`config.mk`:
```
export PLATFORM = sky130hd
export DESIGN_NAME = tdt_ctrl
export DESIGN_NICKNAME = d
export VERILOG_FILES = /design/src/sv/tdt_pkg.sv /design/src/sv/tdt_ctrl.sv
export SDC_FILE = /design/constraint.sdc
export NUM_CORES = 1
export LEC_CHECK = 0
export BUFFER_PORTS_ARGS = -buffer_cell sky130_fd_sc_hd__buf_4
export CAP_MARGIN = 40
export CORE_ASPECT_RATIO = 0.9
export CORE_MARGIN = 8
export CORE_UTILIZATION = 25
export DETAILED_ROUTE_END_ITERATION = 10
export GPL_ROUTABILITY_DRIVEN = 0
export GPL_TIMING_DRIVEN = 1
export PLACE_DENSITY = 0.47
export SKIP_LAST_GASP = 1
export SLEW_MARGIN = 20
export SYNTH_ARGS = -nofsm -noshare
export SYNTH_HDL_FRONTEND = slang
export SYNTH_SLANG_ARGS = --single-unit
export TNS_END_PERCENT = 50
```
`constraint.sdc`:
```
create_clock -name clk -period 1.5 [get_ports clk]
set_input_delay 0 -clock clk [delete_from_list [all_inputs] [get_ports clk]]
set_output_delay 0 -clock clk [all_outputs]
set_load 0.05 [all_outputs]
```
`src/sv/tdt_pkg.sv`:
```
package tdt_pkg;

    localparam int NUM_TIMERS_DEF = 16;
    localparam int TIME_BITS_DEF = 48;
    localparam int ID_W = 4;
    localparam int FIELD_TIME_W = 48;
    localparam int PERIOD_W = 32;
    localparam logic [31:0] WINDOW_RESET = 32'd3600000;

    typedef enum logic [2:0] {
        FN_ADD = 3'd0,
        FN_CANCEL = 3'd1,
        FN_REFRESH = 3'd2,
        FN_RESET = 3'd3,
        FN_SCAN = 3'd4,
        FN_QUERY = 3'd5
    } func_t;

    localparam logic [1:0] ST_OK = 2'd0;
    localparam logic [1:0] ST_REFUSED = 2'd1;
    localparam logic [1:0] ST_FULL = 2'd2;
    localparam logic [1:0] ST_NONE = 2'd3;

    typedef struct packed {
        logic [2:0] func;
        logic [3:0] timer_id;
        logic [31:0] period_ms;
        logic recurring;
        logic start_now;
        logic [47:0] now_ms;
    } in_word_t;

    typedef struct packed {
        logic [1:0] status;
        logic [3:0] slot_id;
        logic [47:0] remaining_ms;
        logic wake;
        logic last;
    } out_word_t;

    // Commands from the controller to the datapath.
    typedef struct packed {
        logic load;        // capture the input word, clear the walk
        logic walk;        // compare the slot under the walk index
        logic walk_clear;  // restart the walk for a new search
        logic fire;        // fire the found slot during a scan
        logic finish;      // perform the single-slot update
        logic emit;        // build the result word
        logic emit_last;
    } tdt_cmd_t;

    // Status from the datapath to the controller.
    typedef struct packed {
        logic walk_done;
        logic found;
        logic more;
    } tdt_sts_t;

endpackage

```
`src/sv/tdt_ctrl.sv`:
```
module tdt_ctrl
(
    input  logic clk,
    input  logic rst_n,
    input  logic in_valid,
    output logic in_stall,
    input  logic [2:0] in_func,
    input  logic out_stall,
    output logic out_valid,
    output tdt_pkg::tdt_cmd_t cmd,
    input  tdt_pkg::tdt_sts_t sts
);
    import tdt_pkg::*;

    typedef enum logic [2:0] {
        S_IDLE,
        S_WALK,
        S_FINISH,
        S_OUT,
        S_SCAN,
        S_SCAN_OUT
    } state_t;

    state_t state_reg;
    logic out_valid_reg;
    logic out_valid_next;
    logic accept;
    logic out_free;

    assign out_free = !out_valid_reg || !out_stall;
    assign accept = in_valid && !in_stall;
    assign in_stall = (state_reg != S_IDLE);
    assign out_valid = out_valid_reg;

    always_comb
    begin
        cmd = '0;
        cmd.load = accept;
        cmd.walk = (state_reg == S_WALK) || (state_reg == S_SCAN);
        cmd.walk_clear = (state_reg == S_SCAN_OUT);
        cmd.fire = (state_reg == S_SCAN) && sts.walk_done && sts.found && out_free;
        cmd.finish = (state_reg == S_FINISH) && out_free;
        cmd.emit = cmd.finish || ((state_reg == S_SCAN) && sts.walk_done && out_free);
        cmd.emit_last = (state_reg == S_SCAN) && sts.walk_done && (!sts.found || !sts.more);
        out_valid_next = cmd.emit || (out_valid_reg && out_stall);
    end

    always_ff @(posedge clk or negedge rst_n)
    begin
        if (!rst_n)
        begin
            state_reg <= S_IDLE;
            out_valid_reg <= 1'b0;
        end
        else
        begin
            out_valid_reg <= out_valid_next;
            unique case (state_reg)
                S_IDLE:
                begin
                    if (accept && in_func <= FN_QUERY)
                    begin
                        state_reg <= (in_func == FN_SCAN) ? S_SCAN : S_WALK;
                    end
                end
                S_WALK:
                begin
                    if (sts.walk_done)
                    begin
                        state_reg <= S_FINISH;
                    end
                end
                S_FINISH:
                begin
                    if (out_free)
                    begin
                        state_reg <= S_IDLE;
                    end
                end
                S_SCAN:
                begin
                    if (sts.walk_done && out_free)
                    begin
                        state_reg <= (sts.found && sts.more) ? S_SCAN_OUT : S_IDLE;
                    end
                end
                S_SCAN_OUT:
                begin
                    state_reg <= S_SCAN;
                end
                default:
                begin
                    state_reg <= S_IDLE;
                end
            endcase
        end
    end
endmodule

```
# --- Yosys cells after proc, flatten, opt, wreduce, memory -nomap -nowiden ---
# Cells that the tools add are included.
op_classes:
  n_lt_le_gt_ge: 1
  reduce_logical: 24
  n_mux: 7
  n_eq_ne: 9
op_table:
  columns: ["cell", "count"]
  rows:
  - ["3-bit 2-to-1 mux", 6]
  - ["3-bit case mux with 5 select lines", 1]
  - ["1-bit logical AND", 11]
  - ["3-bit == test (second input constant)", 3]
  - ["2-bit inequality test (second input constant)", 3]
  - ["1-bit zero test", 5]
  - ["1-bit logical OR", 5]
  - ["4-bit AND reduction", 1]
  - ["3-bit by 1-bit == test with 1-bit output (second input constant)", 1]
  - ["3-bit by 2-bit == test with 1-bit output (second input constant)", 1]
  - ["3-bit <= comparator (second input constant)", 1]
  - ["3-bit zero test", 1]
  - ["3-bit nonzero test", 1]
  - ["2-bit by 1-bit inequality test with 1-bit output (second input constant)", 1]
word_totals:
  wordCells: 43
  reg_bits: 4
  output_inout_bits: 9
  inputBits: 10

# --- Longest topological paths before layout ---
# Gate-level depths: netlist of run 1.
depth:
  ltp_word: 6
  ltp_mapped: 4
  mapped_depth_nobuf: 3

# --- Least setup slack after synthesis of run 1 ---
# OpenSTA, ideal clock, no wires.
synth_timing:
  path_type: "reg2out"
  start: "register out_valid_reg (netlist: out_valid)"
  end: "output port cmd[2] in the netlist's numbering"
  n_path_buf: 0
  arrival_time_ns: 2.461
  path_slack_ns: -0.961
  stages_incl_launch_ff: 3
  required_time_ns: 1.500
  path_cell_list: "dfrtp_1 -> and2_1 -> nor4b_1"
synth_lines:
  columns: ["element", "line", "source"]
  rows:
  - ["from (decl)", "tdt_ctrl.sv:25", "logic out_valid_reg;"]
  - ["from (signal assigned)", "tdt_ctrl.sv:57", "out_valid_reg <= out_valid_next;"]
  - ["to (decl)", "tdt_ctrl.sv:10", "output tdt_pkg::tdt_cmd_t cmd,"]

==> results of run 1 <==
-- layer usage --
metal  share of wire  up-vias
met5               0        -
met4               0        0
met3           0.037        0
met2            0.50        6
met1            0.46      186
li1                -      209
-- power by group through the flow --
| stage | Combinational, uW | Sequential [uW] | Clock (uW) |
|---|---|---|---|
| after floorplan | 587 | 214 | 0 |
| after global placement | 758 | 241 | 0 |
| after detailed placement | 750 | 237 | 0 |
| after CTS | 755 | 241 | 138 |
| after global routing | 849 | 259 | 139 |
| final | 804 | 245 | 128 |
-- cells by family after synthesis --
kind of cell	after synthesis
buf+inv	6
mux	1
flops	4
simple gates	21
compound gates	12
-- per-stage QoR --
step	hold WS, ns	power (uW)	setup WS (ns)	TNS (ns)	cell area, sq um
6_report	0.06215	1177	0.09219	0	623.1
3_3_place_gp	-0.2026	998.3	0.08785	0	545.5
3_5_place_dp	-0.2029	986.8	0.06762	0	545.5
4_1_cts	0.05754	1135	-0.04664	-0.04664	584.3
5_1_grt	0.08555	1246	-0.01226	-0.01226	623.1
2_1_floorplan	-0.2956	801.0	-0.02725	-0.04713	401.6
-- cell usage in the layout (no fill, tap or decap) --
master | Yosys | layout
dfrtp_1 | 4 | 1
clkbuf_4 | 0 | 3
or4b_1 | 1 | 1
a2bb2oi_1 | 1 | 1
dlygate4sd3_1 | 0 | 1
buf_4 | 2 | 24
a21o_1 | 1 | 1
nor3_4 | 1 | 1
nand2_1 | 5 | 5
nand2b_1 | 1 | 1
and2b_1 | 1 | 1
and3b_1 | 1 | 1
inv_1 | 2 | 2
o41ai_2 | 1 | 1
a32oi_1 | 1 | 1
and2_1 | 2 | 2
o41ai_1 | 1 | 1
a221oi_2 | 1 | 1
or2b_1 | 1 | 1
nor3b_4 | 0 | 1
o21ai_1 | 1 | 1
mux2_2 | 1 | 1
or2_2 | 1 | 1
nand3b_1 | 2 | 2
o21ai_0 | 1 | 1
nor4b_4 | 0 | 1
nor2_1 | 1 | 1
nor3_2 | 1 | 1
or3b_1 | 1 | 1
dfrtp_2 | 0 | 3
a21oi_1 | 4 | 4
-- worst register-to-register path, cell delays in order, from the launching register on --
cell	delay, ns
dfrtp_2	0.49
nor3b_4	0.25
buf_4	0.14
a32oi_1	0.09
o41ai_1	0.26
-- area by class of cell --
class | instances | share of cell area
Tap cell | 15 | 0.03012
Multi-Input combinational cell | 34 | 0.4498
Sequential cell | 4 | 0.1667
Clock buffer | 3 | 0.03614
Timing Repair Buffer | 25 | 0.3052
Inverter | 2 | 0.01205
-- worst paths after layout --
check / start / to / slack (ns) / cells after the start
worst max register to register: state_reg[0]$_DFFE_PN0P_ / state_reg[0]$_DFFE_PN0P_ / 0.15 / 4
min in group asynchronous: rst_n / state_reg[2]$_DFFE_PN0P_ / 0.10 / 2
worst min-delay path: out_stall / out_valid$_DFF_PN0_ / 0.06 / 3
worst max-delay path: state_reg[0]$_DFFE_PN0P_ / cmd[0] / 0.09 / 4
worst min register to register: out_valid$_DFF_PN0_ / out_valid$_DFF_PN0_ / 0.58 / 2
max in group asynchronous: rst_n / state_reg[1]$_DFFE_PN0P_ / 1.29 / 2
-- repair_timing --
action / in CTS / in global routing
pin swaps: 0 / 1
hold buffers: 1 / 0
setup buffers: 0 / 4
resized for setup: 2 / 3
hold endpoints to repair: 4 / 0
endpoints found under the setup margin: 3 / 4
==> flow_metrics.py, run 1 <==
metrics = {
    "synth": {
        "syn_area_sq_um": 386.6,
        "synth_fa_ha_area_frac": 0,
        "syn_inst": 44,
        "synth-xor-area-share": 0,
        "synthTopCellsByCount": "5 x nand2_1, 4 x a21oi_1, 4 x dfrtp_1",
        "synth_compound_area_frac": 0.2460,
        "synth_most_common_cell": "nand2_1",
        "ys_seq_area_frac": 0.2589,
        "synthTopCellsByArea": "dfrtp_1 26%, a21oi_1 5.2%, nand2_1 4.9%",
        "synth_mux_area_frac": 0.02913,
        "synth_top_area_cell": "dfrtp_1",
        "ys_types": 29,
        "synth_ff_type": "dfrtp_1",
        "synth_seq_cells": 4,
        "synthArstFlopShare": 1.000,
        "yosys.area_share.simple": 0.3819,
        "synth_nets": 54,
        "synth-edff-count": 0,
        "yosysTopAreaCellShare": 0.2589,
        "yosys_warnings": 0,
        "avgSynthCellArea_sq_um": 8.787,
        "synth_top_family_by_area": "simple AND/OR/NAND/NOR gates",
    },
    "clock_tree": {
        "h-tree-depth": 1,
        "clk_path_buf_depth": 2,
        "clkSlewWorstSetupHoldPaths_ns": 0.04,
        "cts_made_buffers": 3,
        "cts_tree": "built",
        "clock_latency_ns": 0.23,
        "clockRootBuffer": "clkbuf_4",
        "clkSinkCount": 4,
    },
    "placed_design": {
        "port_buffers": 18,
        "hpwl_microns": 805.6,
        "dp_cells": 75,
    },
    "global_routing": {
        "grt_pass1_wl_mm": 1.690,
        "grt_pass1_vias": 372,
        "met3_usage": 0.01208,
        "grtUsageMet2": 0.1009,
        "grt_usage": 0.06956,
        "grt_start_max_net_pins": 12,
        "use_met1": 0.08672,
        "antenna_found_initial": 0,
        "grt.busiest_layer": "met2",
        "grt-ovfl-total": 0,
    },
    "cells_and_area": {
        "diodes": 0,
        "seq_area_sq_um": 103.9,
        "multi_input_area_sq_um": 280.3,
        "drive_above_1_share": 0.5588,
        "layout.nets": 80,
        "largest_reg_flops": 3,
        "utilization": 0.4304,
        "n_fill_cell": 156,
        "instances_no_fill": 83,
        "area_growth_pct": 61.17,
    },
    "worst_hold_path": {
        "min-delay-path-class": "in -> reg",
    },
    "power": {
        "ir_drop_mv": 0.9033,
        "intPower_uw": 571.1,
        "p_seq_frac": 0.209,
        "pwr-share-clk": 0.109,
        "powerDensity_nw_per_um2": 1889,
        "switching_share": 0.5148,
        "p_leak_uw": 0.0002987,
        "p_switching_uw": 605.9,
        "power_frac_comb": 0.683,
    },
    "floorplan": {
        "start_util": 0.2671,
        "num_rows": 13,
        "core_sq_um": 1448,
        "ioPinCount": 19,
        "dieArea_sq_um": 3062,
        "die_x_microns": 57.45,
        "die_y_microns": 53.31,
    },
    "detailed_routing": {
        "wl_per_cell_microns": 13.31,
        "viasPerCell": 4.831,
        "vias": 401,
        "routed_wirelength_mm": 1.105,
        "antenna_left": 0,
        "remaining_drc_errors": 0,
        "dr.pass1.iters": 2,
        "dr.first_iter.drc_count": 7,
    },
    "timing": {
        "setup_violations": 0,
        "max_freq_mhz": 710.3,
        "hold_viol": 0,
        "tightest_slew_ns": 0.2791,
        "fin_crit_ns": 1.408,
        "fin_worst_skew_ns": 0.001063,
        "max_slew_margin": 0.8115,
        "layout_worst_path_cycle_share": 0.9385,
        "slew_viol_final": 0,
    },
    "critical_path": {
        "path_cells": "nor3b_4 > nand2_1 > a21oi_1 > buf_4",
        "crit_arrival_ns": 1.41,
        "endpoint_kind": "output pin",
        "cp_top_family": "flip-flops",
        "worst_setup_path_start_kind": "flop",
        "critPathRequiredTime_ns": 1.50,
        "cp_slowest_cell": "dfrtp_2",
        "path_class": "reg -> out",
        "crit_buf_inv": 1,
        "critical-path-max-stage-delay_ns": 0.49,
        "crit_fanout": 11,
    },
    "flow_run": {
        "drv_cap": 0,
    },
    "status": {
        "status": "completed",
    },
}
(Power assumes the default switching activity.)
==> inputs of run 2 (changes only) <==
--- a/config.mk
+++ b/config.mk
@@ -7,13 +7,12 @@
 export LEC_CHECK = 0
 export BUFFER_PORTS_ARGS = -buffer_cell sky130_fd_sc_hd__buf_4
 export CAP_MARGIN = 40
-export CORE_ASPECT_RATIO = 0.9
-export CORE_MARGIN = 8
-export CORE_UTILIZATION = 25
+export CORE_AREA = 8 8 45 47
 export DETAILED_ROUTE_END_ITERATION = 10
+export DIE_AREA = 0 0 53 55
 export GPL_ROUTABILITY_DRIVEN = 0
 export GPL_TIMING_DRIVEN = 1
-export PLACE_DENSITY = 0.47
+export PLACE_DENSITY = 0.53
 export SKIP_LAST_GASP = 1
 export SLEW_MARGIN = 20
 export SYNTH_ARGS = -nofsm -noshare
==> flow_metrics.py, run 2 (same netlist as run 1, synthesis figures left out) <==
metrics = {
    "status": {
        "status": "completed",
    },
    "clock_tree": {
        "clkSinkCount": 4,
        "clockRootBuffer": "clkbuf_4",
        "clk_path_buf_depth": 2,
        "clkSlewWorstSetupHoldPaths_ns": 0.04,
        "clock_latency_ns": 0.23,
        "cts_made_buffers": 3,
        "cts_tree": "built",
        "h-tree-depth": 1,
    },
    "cells_and_area": {
        "final_common_cell": "buf_4",
        "multi_input_area_sq_um": 274.0,
        "drive_above_1_share": 0.5385,
        "utilization": 0.4304,
        "seq_area_sq_um": 103.9,
        "area_growth_pct": 54.05,
        "layout.nets": 77,
        "layout_common_cells": "21 x buf_4, 5 x nand2_1, 4 x a21oi_1, 3 x clkbuf_4, 3 x dfrtp_2",
        "n_fill_cell": 145,
        "largest_reg_flops": 3,
        "diodes": 0,
    },
    "timing": {
        "hold_viol": 0,
        "setup_violations": 0,
        "fin_crit_ns": 1.402,
        "tightest_slew_ns": 0.2995,
        "slew_viol_final": 0,
        "rsz0062_at_grt": "no",
        "max_slew_margin": 0.7977,
        "fin_worst_skew_ns": 0.003152,
        "fin_hold_ws_ns": 0.08087,
        "max_freq_mhz": 713.2,
        "layout_worst_path_cycle_share": 0.9347,
    },
    "power": {
        "pwr-share-clk": 0.113,
        "power_frac_comb": 0.676,
        "intPower_uw": 544.1,
        "p_leak_uw": 0.0002835,
        "ir_drop_mv": 0.7101,
        "switching_share": 0.5203,
        "powerDensity_nw_per_um2": 1905,
        "p_seq_frac": 0.211,
        "p_switching_uw": 590.2,
    },
    "detailed_routing": {
        "vias": 411,
        "viasPerCell": 5.074,
        "remaining_drc_errors": 0,
        "wl_per_cell_microns": 13.88,
        "dr.first_iter.drc_count": 5,
        "dr.pass1.iters": 2,
        "antenna_left": 0,
        "routed_wirelength_mm": 1.124,
    },
    "placed_design": {
        "port_buffers": 18,
        "hpwl_microns": 888.2,
    },
    "critical_path": {
        "path_cells": "nor3b_2 > nand2_1 > a21oi_1 > buf_4",
        "cp_slowest_cell": "dfrtp_2",
        "endpoint_kind": "output pin",
        "crit_buf_inv": 1,
        "cp-startpoint": "state_reg[0]$_DFFE_PN0P_",
        "rrSetupSlack_ns": 0.22,
        "rr_worst_depth": 3,
        "cp_top_family": "flip-flops",
        "r2r-end": "state_reg[0]$_DFFE_PN0P_",
        "crit_arrival_ns": 1.40,
        "critPathRequiredTime_ns": 1.50,
        "crit_fanout": 11,
        "critical-path-max-stage-delay_ns": 0.48,
        "worst_setup_path_start_kind": "flop",
        "crit_end": "cmd[0]",
        "r2r-start": "state_reg[0]$_DFFE_PN0P_",
        "path_class": "reg -> out",
        "cp.depth": 4,
    },
    "global_routing": {
        "grt_usage": 0.08553,
        "grt-ovfl-total": 0,
        "antenna_found_initial": 0,
        "grt_pass1_vias": 405,
        "grt_pass1_wl_mm": 1.780,
        "grt_start_max_net_pins": 12,
    },
    "floorplan": {
        "die_y_microns": 55,
        "die_x_microns": 53,
        "num_rows": 14,
        "dieArea_sq_um": 2915,
        "ioPinCount": 19,
        "core_sq_um": 1384,
        "start_util": 0.2794,
    },
    "worst_hold_path": {
        "min-delay-path-class": "in -> reg",
    },
    "flow_run": {
        "drv_cap": 0,
    },
}
run 2: cell types whose count changed in the layout (fill, tap and decap cells not counted):
cell	change
buf_4	-3
nor3b_2	+1
nor3b_4	-1
run 2: per-layer routing:
metal	part of all wire	vias to the layer above	wire length, microns	global-route usage
li1	-	202	-	-
met1	0.40	192	444	0.07822
met2	0.46	15	520	0.1406
met3	0.12	2	139	0.04011
met4	0.017	0	19	0.07759
met5	0	-	0	0
run 2: layout make-up:
cell class | count | share of cell area
repair buffers | 22 | 0.2815
well taps | 16 | 0.03361
clock buffers | 3 | 0.03782
flip-flops and latches | 4 | 0.1744
multi-input cells | 34 | 0.4601
inverters | 2 | 0.01261
run 2: stage by stage:
stage                     worst slack [ns]  std cells  setup TNS [ns]  total power [uW]  area [sq um]
final                              0.09788         81               0              1134         595.6
after global placement           -0.005237         77       -0.005237              1002         554.3
after detailed placement           0.03370         77               0              1005         554.3
after floorplan                   -0.02725         44        -0.04713             801.0         401.6
after global routing              0.002351         81               0              1224         595.6
after CTS                          0.02176         81               0              1149         593.1
run 2: worst register-to-register path, cell delays in order (launching register included):
cell and delay [ns]:
dfrtp_2 0.48, and2b_1 0.24, a221oi_2 0.06, o41ai_1 0.38
run 2: worst min path at each step:
stage	from	slack (ns)	depth (start not counted)	end
global route	rst_n	0.11	2	state_reg[0]$_DFFE_PN0P_
detailed placement	rst_n	-0.20	1	out_valid$_DFF_PN0_
floorplan	rst_n	-0.30	0	out_valid$_DFF_PN0_
finish	out_stall	0.08	3	out_valid$_DFF_PN0_
global placement	rst_n	-0.20	1	out_valid$_DFF_PN0_
CTS	rst_n	0.09	2	state_reg[1]$_DFFE_PN0P_
run 2: repair_timing:
action	in CTS	in global routing
setup buffers	0	0
pin swaps	0	0
hold buffers	1	0
hold endpoints to repair	4	0
setup endpoints to repair	2	5
resized for setup	2	2
run 2: power groups by stage:
stage                     Combinational (uW)  Sequential (uW)  Clock, uW
after floorplan                          587              214          0
after global placement                   774              227          0
after detailed placement                 775              230          0
after CTS                                780              234        135
after global routing                     827              249        148
final                                    767              239        128
